File: src/design/pic_pkg.sv
// ----------------------------------------------------------------------------
// pic_pkg
// shared types, codes and character constants for the integer conversion core
// ----------------------------------------------------------------------------
package pic_pkg;

    localparam int unsigned VALUE_W   = 64;
    localparam int unsigned CHAR_W    = 8;
    localparam int unsigned OP_W      = 3;
    localparam int unsigned TUSER_W   = 8;
    localparam int unsigned NUM_DIGS  = 20;
    localparam int unsigned DIGS_W    = 4 * NUM_DIGS;
    localparam int unsigned DCNT_W    = $clog2(NUM_DIGS + 1);
    localparam int unsigned ITER_W    = $clog2(VALUE_W);

    typedef enum logic [OP_W-1:0] {
        OP_BYTE     = 3'd0,
        OP_SDEC     = 3'd1,
        OP_UDEC     = 3'd2,
        OP_HEX      = 3'd3,
        OP_PTR      = 3'd4,
        OP_UNKNOWN  = 3'd5
    } t_op;

    typedef enum logic [2:0] {
        S_IDLE,
        S_CONV,
        S_SKIP,
        S_PRE,
        S_BODY
    } t_state;

    localparam logic [CHAR_W-1:0] CH_ZERO    = 8'h30;
    localparam logic [CHAR_W-1:0] CH_X       = 8'h78;
    localparam logic [CHAR_W-1:0] CH_MINUS   = 8'h2D;
    localparam logic [CHAR_W-1:0] CH_PERCENT = 8'h25;
    localparam logic [CHAR_W-1:0] CH_L       = 8'h6C;
    localparam logic [CHAR_W-1:0] CH_UPPER_A = 8'h41;

    function automatic logic [CHAR_W-1:0] digit_char(input logic [3:0] d);
        logic [CHAR_W-1:0] c;
        if (d < 4'd10) begin
            c = CH_ZERO + {4'd0, d};
        end else begin
            c = CH_UPPER_A + {4'd0, d - 4'd10};
        end
        return c;
    endfunction

endpackage

File: src/design/printf_integer_conversion_core.sv
// ----------------------------------------------------------------------------
// printf_integer_conversion_core
// turns one conversion request into its ascii characters, last one marked
// ----------------------------------------------------------------------------
// One request is taken when the core is idle and its characters leave one per
// transaction through a registered output stage, leftmost first, tlast on the
// final one. Decimal requests run a shift-and-add-3 binary to bcd unit, one
// argument bit per cycle; hex, pointer and decimal then drop leading zeros one
// digit per cycle (at most 19), and the characters go out as the sink takes
// them. Undefined op codes are dropped without output.
// ----------------------------------------------------------------------------
module printf_integer_conversion_core (
    input  logic                          i_clk,
    input  logic                          i_rst_n,
    input  logic                          i_s_axis_tvalid,
    output logic                          o_s_axis_tready,
    input  logic [pic_pkg::VALUE_W-1:0]   i_s_axis_tdata,  // value
    input  logic [pic_pkg::TUSER_W-1:0]   i_s_axis_tuser,  // op[2:0], wide[3], zeros
    output logic                          o_m_axis_tvalid,
    input  logic                          i_m_axis_tready,
    output logic [pic_pkg::CHAR_W-1:0]    o_m_axis_tdata,  // character
    output logic                          o_m_axis_tlast
);

    pic_pkg::t_state                  r_state, n_state;
    logic [pic_pkg::VALUE_W-1:0]      r_bin, n_bin;
    logic [pic_pkg::DIGS_W-1:0]       r_digs, n_digs;
    logic [pic_pkg::ITER_W-1:0]       r_iter, n_iter;
    logic [pic_pkg::DCNT_W-1:0]       r_cnt, n_cnt;
    logic [2*pic_pkg::CHAR_W-1:0]     r_pre, n_pre;
    logic [1:0]                       r_pre_cnt, n_pre_cnt;
    logic                             r_lit, n_lit;
    logic [pic_pkg::CHAR_W-1:0]       r_lit_ch, n_lit_ch;
    logic                             r_valid, n_valid;
    logic [pic_pkg::CHAR_W-1:0]       r_data, n_data;
    logic                             r_last, n_last;

    logic                             in_acc;
    logic                             slot_free;
    logic [pic_pkg::OP_W-1:0]         op;
    logic                             wide;
    logic [pic_pkg::VALUE_W-1:0]      raw;
    logic [pic_pkg::VALUE_W-1:0]      sval;
    logic [pic_pkg::VALUE_W-1:0]      uval;
    logic [pic_pkg::VALUE_W-1:0]      mag;
    logic [pic_pkg::DIGS_W-1:0]       adj;

    assign op        = i_s_axis_tuser[pic_pkg::OP_W-1:0];
    assign wide      = i_s_axis_tuser[pic_pkg::OP_W];
    assign raw       = i_s_axis_tdata;
    assign in_acc    = i_s_axis_tvalid && o_s_axis_tready;
    assign slot_free = !r_valid || i_m_axis_tready;

    assign sval = wide ? raw : {{32{raw[31]}}, raw[31:0]};
    assign uval = wide ? raw : {32'd0, raw[31:0]};
    assign mag  = sval[pic_pkg::VALUE_W-1] ? (~sval + 64'd1) : sval;

    // add 3 to every bcd digit of 5 or more before the shift
    always_comb begin
        for (int i = 0; i < pic_pkg::NUM_DIGS; i++) begin
            adj[4*i +: 4] = (r_digs[4*i +: 4] >= 4'd5) ? r_digs[4*i +: 4] + 4'd3
                                                        : r_digs[4*i +: 4];
        end
    end

    always_ff @(posedge i_clk) begin
        if (!i_rst_n) begin
            r_state <= pic_pkg::S_IDLE;
            r_valid <= 1'b0;
        end else begin
            r_state <= n_state;
            r_valid <= n_valid;
        end
        r_bin     <= n_bin;
        r_digs    <= n_digs;
        r_iter    <= n_iter;
        r_cnt     <= n_cnt;
        r_pre     <= n_pre;
        r_pre_cnt <= n_pre_cnt;
        r_lit     <= n_lit;
        r_lit_ch  <= n_lit_ch;
        r_data    <= n_data;
        r_last    <= n_last;
    end

    always_comb begin
        n_state   = r_state;
        n_bin     = r_bin;
        n_digs    = r_digs;
        n_iter    = r_iter;
        n_cnt     = r_cnt;
        n_pre     = r_pre;
        n_pre_cnt = r_pre_cnt;
        n_lit     = r_lit;
        n_lit_ch  = r_lit_ch;
        n_valid   = r_valid && !i_m_axis_tready;
        n_data    = r_data;
        n_last    = r_last;
        o_s_axis_tready = (r_state == pic_pkg::S_IDLE);

        case (r_state)
            pic_pkg::S_IDLE: begin
                if (in_acc) begin
                    n_lit     = 1'b0;
                    n_lit_ch  = raw[pic_pkg::CHAR_W-1:0];
                    n_pre     = '0;
                    n_pre_cnt = 2'd0;
                    n_bin     = uval;
                    n_digs    = '0;
                    n_iter    = '0;
                    n_cnt     = pic_pkg::DCNT_W'(pic_pkg::NUM_DIGS);
                    case (op)
                        pic_pkg::OP_BYTE: begin
                            n_lit   = 1'b1;
                            n_state = pic_pkg::S_PRE;
                        end
                        pic_pkg::OP_SDEC: begin
                            n_bin = mag;
                            if (sval[pic_pkg::VALUE_W-1]) begin
                                n_pre     = {8'd0, pic_pkg::CH_MINUS};
                                n_pre_cnt = 2'd1;
                            end
                            n_state = pic_pkg::S_CONV;
                        end
                        pic_pkg::OP_UDEC: begin
                            n_state = pic_pkg::S_CONV;
                        end
                        pic_pkg::OP_HEX: begin
                            n_digs  = {16'd0, uval};
                            n_state = pic_pkg::S_SKIP;
                        end
                        pic_pkg::OP_PTR: begin
                            n_digs    = {16'd0, raw};
                            n_pre     = {pic_pkg::CH_X, pic_pkg::CH_ZERO};
                            n_pre_cnt = 2'd2;
                            n_state   = pic_pkg::S_SKIP;
                        end
                        pic_pkg::OP_UNKNOWN: begin
                            n_lit     = 1'b1;
                            n_pre     = {pic_pkg::CH_L, pic_pkg::CH_PERCENT};
                            n_pre_cnt = wide ? 2'd2 : 2'd1;
                            n_state   = pic_pkg::S_PRE;
                        end
                        default: begin
                            n_state = pic_pkg::S_IDLE;
                        end
                    endcase
                end
            end
            pic_pkg::S_CONV: begin
                n_digs = {adj[pic_pkg::DIGS_W-2:0], r_bin[pic_pkg::VALUE_W-1]};
                n_bin  = {r_bin[pic_pkg::VALUE_W-2:0], 1'b0};
                n_iter = r_iter + 1'b1;
                if (r_iter == pic_pkg::ITER_W'(pic_pkg::VALUE_W - 1)) begin
                    n_state = pic_pkg::S_SKIP;
                end
            end
            pic_pkg::S_SKIP: begin
                if (r_digs[pic_pkg::DIGS_W-1 -: 4] == 4'd0 && r_cnt > 1) begin
                    n_digs = {r_digs[pic_pkg::DIGS_W-5:0], 4'd0};
                    n_cnt  = r_cnt - 1'b1;
                end else begin
                    n_state = pic_pkg::S_PRE;
                end
            end
            pic_pkg::S_PRE: begin
                if (r_pre_cnt == 2'd0) begin
                    n_state = pic_pkg::S_BODY;
                end else if (slot_free) begin
                    n_valid   = 1'b1;
                    n_data    = r_pre[pic_pkg::CHAR_W-1:0];
                    n_last    = 1'b0;
                    n_pre     = {8'd0, r_pre[2*pic_pkg::CHAR_W-1:pic_pkg::CHAR_W]};
                    n_pre_cnt = r_pre_cnt - 1'b1;
                end
            end
            pic_pkg::S_BODY: begin
                if (slot_free) begin
                    n_valid = 1'b1;
                    n_data  = r_lit ? r_lit_ch
                                    : pic_pkg::digit_char(r_digs[pic_pkg::DIGS_W-1 -: 4]);
                    n_last  = r_lit || (r_cnt == 1);
                    n_digs  = {r_digs[pic_pkg::DIGS_W-5:0], 4'd0};
                    n_cnt   = r_cnt - 1'b1;
                    if (r_lit || r_cnt == 1) begin
                        n_state = pic_pkg::S_IDLE;
                    end
                end
            end
            default: begin
                n_state = pic_pkg::S_IDLE;
            end
        endcase
    end

    assign o_m_axis_tvalid = r_valid;
    assign o_m_axis_tdata  = r_data;
    assign o_m_axis_tlast  = r_last;

endmodule

File: config.mk
export PLATFORM = sky130hd
export DESIGN_NAME = printf_integer_conversion_core
export DESIGN_NICKNAME = d
export VERILOG_FILES = /design/src/design/pic_pkg.sv /design/src/design/printf_integer_conversion_core.sv
export SDC_FILE = /design/constraint.sdc
export NUM_CORES = 1
export LEC_CHECK = 0
export BUFFER_PORTS_ARGS = -buffer_cell sky130_fd_sc_hd__buf_2
export CAP_MARGIN = 40
export CORE_MARGIN = 5
export CORE_UTILIZATION = 55
export CTS_BUF_LIST = sky130_fd_sc_hd__clkbuf_4
export CTS_CLUSTER_DIAMETER = 80
export CTS_CLUSTER_SIZE = 10
export DETAILED_ROUTE_END_ITERATION = 16
export PLACE_DENSITY = 0.72
export SLEW_MARGIN = 20
export SYNTH_ARGS = -nofsm -noshare
export SYNTH_HDL_FRONTEND = slang
export SYNTH_SLANG_ARGS = --single-unit
File: constraint.sdc
create_clock -name i_clk -period 6.3 [get_ports i_clk]
set_input_delay 0 -clock i_clk [delete_from_list [all_inputs] [get_ports i_clk]]
set_output_delay 0 -clock i_clk [all_outputs]
set_load 0.02 [all_outputs]
==> After elaboration in Yosys (flattened, before gate mapping) <==
Index checks and enable logic that the tools add are counted.
{ "totals": {"inputBits": 76, "ff_bits": 195, "elab_cells": 180, "out_inout_bits": 11} }
{ "op_classes": {"n_lt_le_gt_ge": 22, "n_eq_ne": 20, "add_sub_neg": 27, "n_bitwise": 1, "n_mux": 72, "reduce_logical": 26} }
{ "op_table": {"columns": ["cell", "n"], "rows": [
  ["2-to-1 mux 64 bit", 5],
  ["one-hot mux 80 bit (4 select lines)", 1],
  ["one-hot mux 64 bit (2 select lines)", 2],
  ["2-to-1 mux 80 bit", 3],
  [">= comparator 4 x 3 -> 1 bit (second input constant)", 20],
  ["adder 4 x 2 -> 4 bit (second input constant)", 19],
  ["2-to-1 mux 4 bit", 19],
  ["adder 64 x 1 -> 64 bit (second input constant)", 1],
  ["inverter 64 bit", 1],
  ["2-to-1 mux 16 bit", 3],
  ["one-hot mux 15 bit (3 select lines)", 1],
  ["2-to-1 mux 8 bit", 5],
  ["one-hot mux 16 bit (2 select lines)", 1],
  ["2-to-1 mux 3 bit", 7],
  ["inequality test 2 bit (second input constant)", 8],
  ["one-hot mux 8 bit (2 select lines)", 1],
  ["AND reduction 4 bit", 4],
  ["2-to-1 mux 5 bit", 3],
  ["one-hot mux 3 bit (5 select lines)", 1],
  ["one-hot mux 5 bit (3 select lines)", 1],
  ["equality test 3 x 2 -> 1 bit (second input constant)", 4],
  ["2-to-1 mux 6 bit", 2],
  ["one-hot mux 2 bit (3 select lines)", 2],
  ["one-hot mux 6 bit (2 select lines)", 1],
  ["other kinds (30)", 53]
]} }

==> Logic depth before layout (Yosys ltp) <==
{ "logic_depth": {"word_depth": 7, "depth_mapped": 10, "ltp_nobuf": 8} }

==> Worst setup path before layout <==
OpenSTA, ideal clock, no wires.
{ "synth_path": {"path_type": "register to register", "start": "register r_cnt[0] (netlist name)", "end": "register r_digs[0] (netlist name), enable pin", "stages_incl_launch_ff": 6, "slack_ns": 0.998, "n_path_buf": 0, "setup_time_ns": 0.535, "synth_period_minus_slack_ns": 5.302, "arrival_ns": 4.767, "required_time_ns": 5.765, "cell_sequence": "edfxtp_1 > ha_1 > o21bai_1 > a21oi_1 > a21oi_1 > o21bai_1"} }
{ "synth_via": {"elab_chain_cells": 4} }
{ "synth_lines": {"columns": ["element", "line", "source"], "rows": [
  ["from (decl)", "printf_integer_conversion_core.sv:29", "logic [pic_pkg::DCNT_W-1:0] r_cnt, n_cnt;"],
  ["from (signal assigned)", "printf_integer_conversion_core.sv:77", "r_cnt <= n_cnt;"],
  ["> comparator 5 x 1 -> 1 bit", "printf_integer_conversion_core.sv:159", "if (r_digs[pic_pkg::DIGS_W-1 -: 4] == 4'd0 && r_cnt > 1) begin"],
  ["logical AND 1 bit", "printf_integer_conversion_core.sv:159", null],
  ["inequality test 2 bit (no line)", null, null],
  ["AND reduction 4 bit (no line)", null, null],
  ["to (signal assigned)", "printf_integer_conversion_core.sv:75", "r_digs <= n_digs;"],
  ["to (decl)", "printf_integer_conversion_core.sv:27", "logic [pic_pkg::DIGS_W-1:0] r_digs, n_digs;"]
]} }
No other way between the ends.
A chain may end at the register's enable or synchronous reset.

==> Worst setup path after layout <==
{ "layout_path": {"start": "register r_state[1]", "end": "register r_digs[45] (netlist name), data pin"} }
{ "layout_via": {"elab_chain_cells": 2, "elab_cells_between_ends": 5, "cone_classes": "eq/ne (3); mux (1); reduce/logical (1)"} }
{ "layout_lines": {"columns": ["element", "line", "source"], "rows": [
  ["from (decl)", "printf_integer_conversion_core.sv:25", "pic_pkg::t_state r_state, n_state;"],
  ["from (signal assigned)", "printf_integer_conversion_core.sv:68", "r_state <= pic_pkg::S_IDLE;"],
  ["from (signal assigned)", "printf_integer_conversion_core.sv:71", "r_state <= n_state;"],
  ["equality test 3 bit (tied with other cells)", "printf_integer_conversion_core.sv:101", "case (r_state)"],
  ["one-hot mux 80 bit (4 select lines) *", "printf_integer_conversion_core.sv:101", null],
  ["named net n_digs, one bit", "printf_integer_conversion_core.sv:27", null]
]} }
Mark *: on every way through the listed nets, which the timed path passes. The rest lies on a longest branch.

==> key figures <==
Power and ir drop
  • Combinational power share: 0.300
  • NetSw: 1.375 mW
  • VDD IR max: 134.8 uV
  • Sequential Power Share: 0.503
  • Pleak: 5.102 nW
  • Internal: 2.367 mW
  • Clock group share of total power: 0.197
  • Power Density: 268.0 nW/um2
  • Switching part of the total: 0.3673

GRT
  • Grt met3 use: 0.03883
  • Largest net degree at the start of global routing: 62
  • Met1 usage: 0.3282
  • Grt ovf: 0
  • M2 GR Usage: 0.4043
  • Total track usage: 0.2415
  • Initial antenna violation count: 2
  • First-pass GRT wire length: 51.61 mm
  • GRT busiest layer: met2
  • Vias in the first global route: 10250

Timing
  • RSZ-0062 raised after global routing: false
  • Crit share post-route: 0.5153
  • Final Setup Violations: 0
  • Max Transition Viols Final: 0
  • Setup ws final: 3.054 ns
  • Minimum clock period: 3.246 ns
  • Max Clk Rate: 0.3081 GHz
  • Setup TNS: 0 ns
  • Worst-margin pin slew: 0.8418 ns
  • Relative slew slack: 0.4336
  • Worst Clk Skew: 0.03231 ns
  • Final hold violation count: 0

Die
  • Die W: 159.0 um
  • Rows: 54
  • Initial Util: 0.5592
  • Die height: 159.0 um
  • I/O pin count: 87
  • DIE AREA: 25270 um2
  • Area of the core: 21820 um2

Synth
  • Post-synth EDFFs: 184
  • Syn_nets: 1444
  • Yosys warnings: 0
  • Sequential fraction of the synthesis area: 0.4593
  • Asr flop ratio synth: 0
  • Mapped Avg Cell Area: 9.246 um2
  • Post-synthesis cell count: 1320
  • Primary FF master, synth: edfxtp_1
  • Synth cell types: 65
  • Mapped Area: 12200 um2
  • Yosys reg bits: 188

Placed design
  • Post-DP HPWL: 20.89 mm
  • Number of port buffers: 82
  • Placement Setup Slack: 3.145 ns
  • Routability cong.: 0.8989

Route
  • Via count: 10519
  • Detail Route Antenna Nets: 0
  • Mean routed wirelength per cell: 17.90 um
  • DRT Wirelength: 30.97 mm
  • Residual DRC: 0
  • Drt first pass iters: 6
  • Iteration-0 DRC Markers: 986
  • Vias per cell: 6.080

Clock network
  • Clk pin slew, worst setup/hold paths: 0.20 ns
  • Clock sink total: 188
  • Clock Latency Late Sink: 0.62 ns
  • Htree depth: 4
  • Total CTS buffers: 17
  • Root Buffer: clkbuf_4
  • Max Root-Sink Buffers: 2
  • CTS tree: built

Worst setup path
  • Crit path required time: 6.68 ns
  • Worst EP arrival: 3.62 ns
  • R2R Setup Slk: 3.05 ns
  • Critical Path End Type: flip-flop
  • Max FO, Critical Path: 60
  • CP Launch Type: flip-flop
  • Crit Path Class: flip-flop to flip-flop

Outcome
  • Status: completed

Layout
  • Layout Nets: 1559
  • Syn-to-layout area delta: 14.40%
  • Fillers: 1804
  • Share of cells above drive strength 1: 0.1050

Flow run
  • MaxCap Viol Count: 0

Worst hold path
  • HP Class: input port to flip-flop
[layer usage]
metal  vias up  wire, um
met5         -         0
met4         0       517
met3        49      2001
met2       419     14950
met1      4963     13500
li1       5088         -
[power groups by stage]
stage | combinational (mW) | sequential [mW] | clock (mW)
6_report | 1.12 | 1.88 | 0.736
2_1_floorplan | 0.818 | 1.86 | 0
3_3_place_gp | 1.02 | 1.90 | 0
3_5_place_dp | 1.08 | 1.91 | 0
4_1_cts | 1.12 | 1.88 | 0.751
5_1_grt | 1.27 | 1.91 | 0.807
[cells in the mapped netlist, types with 5 or more instances]
cell type | number | share of area
o21bai_1 | 6 | 0.0037
nand2_1 | 162 | 0.050
o31ai_1 | 18 | 0.011
a221o_1 | 39 | 0.032
buf_1 | 10 | 0.0031
or4_1 | 12 | 0.0074
nor2b_1 | 10 | 0.0051
a22oi_1 | 18 | 0.011
xnor2_1 | 55 | 0.039
nor3b_1 | 23 | 0.014
a21oi_1 | 123 | 0.050
o41ai_1 | 9 | 0.0065
edfxtp_1 | 184 | 0.45
o22ai_1 | 8 | 0.0041
nand4_1 | 6 | 0.0031
and3_1 | 5 | 0.0026
nor2_1 | 126 | 0.039
clkbuf_1 | 62 | 0.019
and2_1 | 6 | 0.0031
inv_1 | 53 | 0.016
o21ai_0 | 138 | 0.057
ha_1 | 48 | 0.049
xor2_1 | 32 | 0.023
nand3_1 | 11 | 0.0045
nor3_1 | 28 | 0.011
nand2b_1 | 33 | 0.017
nor4_1 | 18 | 0.0092
a31oi_1 | 7 | 0.0036
[cell usage in the layout, fill, tap and decap left out, types with 4 or more instances in the layout]
cell type      instances
dfxtp_1                4
a31oi_1                7
xor2_1                32
o22ai_1                8
xnor2_1               55
nand2b_1              33
a41oi_1                4
a22oi_1               18
inv_8                  6
o41ai_1                9
nor4_1                18
clkinv_8               4
edfxtp_1             184
o21ai_0              138
nor2b_1               10
o21bai_1               5
buf_4                 13
a21oi_1              121
buf_2                 82
nand4_1                6
a211oi_1               4
nor3b_1               23
or4_1                 12
ha_1                  48
and3_1                 5
and2_1                 5
a221o_1               39
clkbuf_4              17
nor3_1                28
nor2_1               125
nand3_1               11
inv_1                 53
nand2_1              161
o31ai_1               18
dlygate4sd3_1         73
a21o_1                 4
[registers in the layout, summed over array words and instances (netlist names), 3 cells and up]
register,count
r_cnt,5
r_bin,64
r_digs,80
r_pre,9
r_lit_ch,8
r_state,3
r_iter,6
o_m_axis_tdata,8
[kinds of logic after synthesis]
group / synth area share
compound gates: 0.2080
xor+xnor: 0.06244
fa+ha+maj: 0.04921
buf+inv: 0.04060
flops: 0.4593
mux: 0.003383
simple gates: 0.1771
[worst max-delay path, cell delays in order, from the launching register on]
cell and delay [ns]:
dfxtp_1 0.60, nor2b_1 0.36, inv_1 0.14, a21oi_4 0.16, buf_4 0.61, nor2_2 0.08
buf_4 0.26, o21a_1 0.15, buf_4 0.24, a221o_1 0.34
[area by class of cell]
cell class | instances | area (um2) | area share
flip-flops and latches | 188 | 5605 | 0.4015
multi-input cells | 1003 | 6150 | 0.4405
repair buffers | 172 | 1326 | 0.09499
well taps | 280 | 350.3 | 0.02509
diodes | 2 | 5.005 | 0.0003585
inverters | 53 | 198.9 | 0.01425
clock inverters | 15 | 198.9 | 0.01425
clock buffers | 17 | 127.6 | 0.009141
[path summary, 6_finish.rpt]
kind / start / endpoint / cells after the start
min: i_rst_n / r_state[0]$_SDFFE_PN0P_ / 3
min reg2reg: r_bin[6]$_DFFE_PP_ / r_bin[7]$_DFFE_PP_ / 2
max: r_state[1]$_SDFFE_PN0P_ / r_digs[45]$_DFFE_PP_ / 9
max reg2reg: r_state[1]$_SDFFE_PN0P_ / r_digs[45]$_DFFE_PP_ / 9
[per-stage QoR]
step	cells	power, mW	util	hold WS [ns]	cell area, um2
floorplan	1320	2.677	-	0.09887	12200
global route	1730	3.990	0.6398	0.1115	13960
finish	1730	3.742	0.6398	0.1472	13960
global placement	1618	2.926	0.5867	0.2551	12800
CTS	1728	3.750	0.6395	0.1214	13960
detailed placement	1623	2.986	0.5911	0.2549	12900
[repair_timing]
action,in CTS,in global routing
gates resized for setup,0,0
setup buffers,0,0
hold endpoints to repair,152,0
hold buffers,73,0
Power figures use the tool's default switching activity.
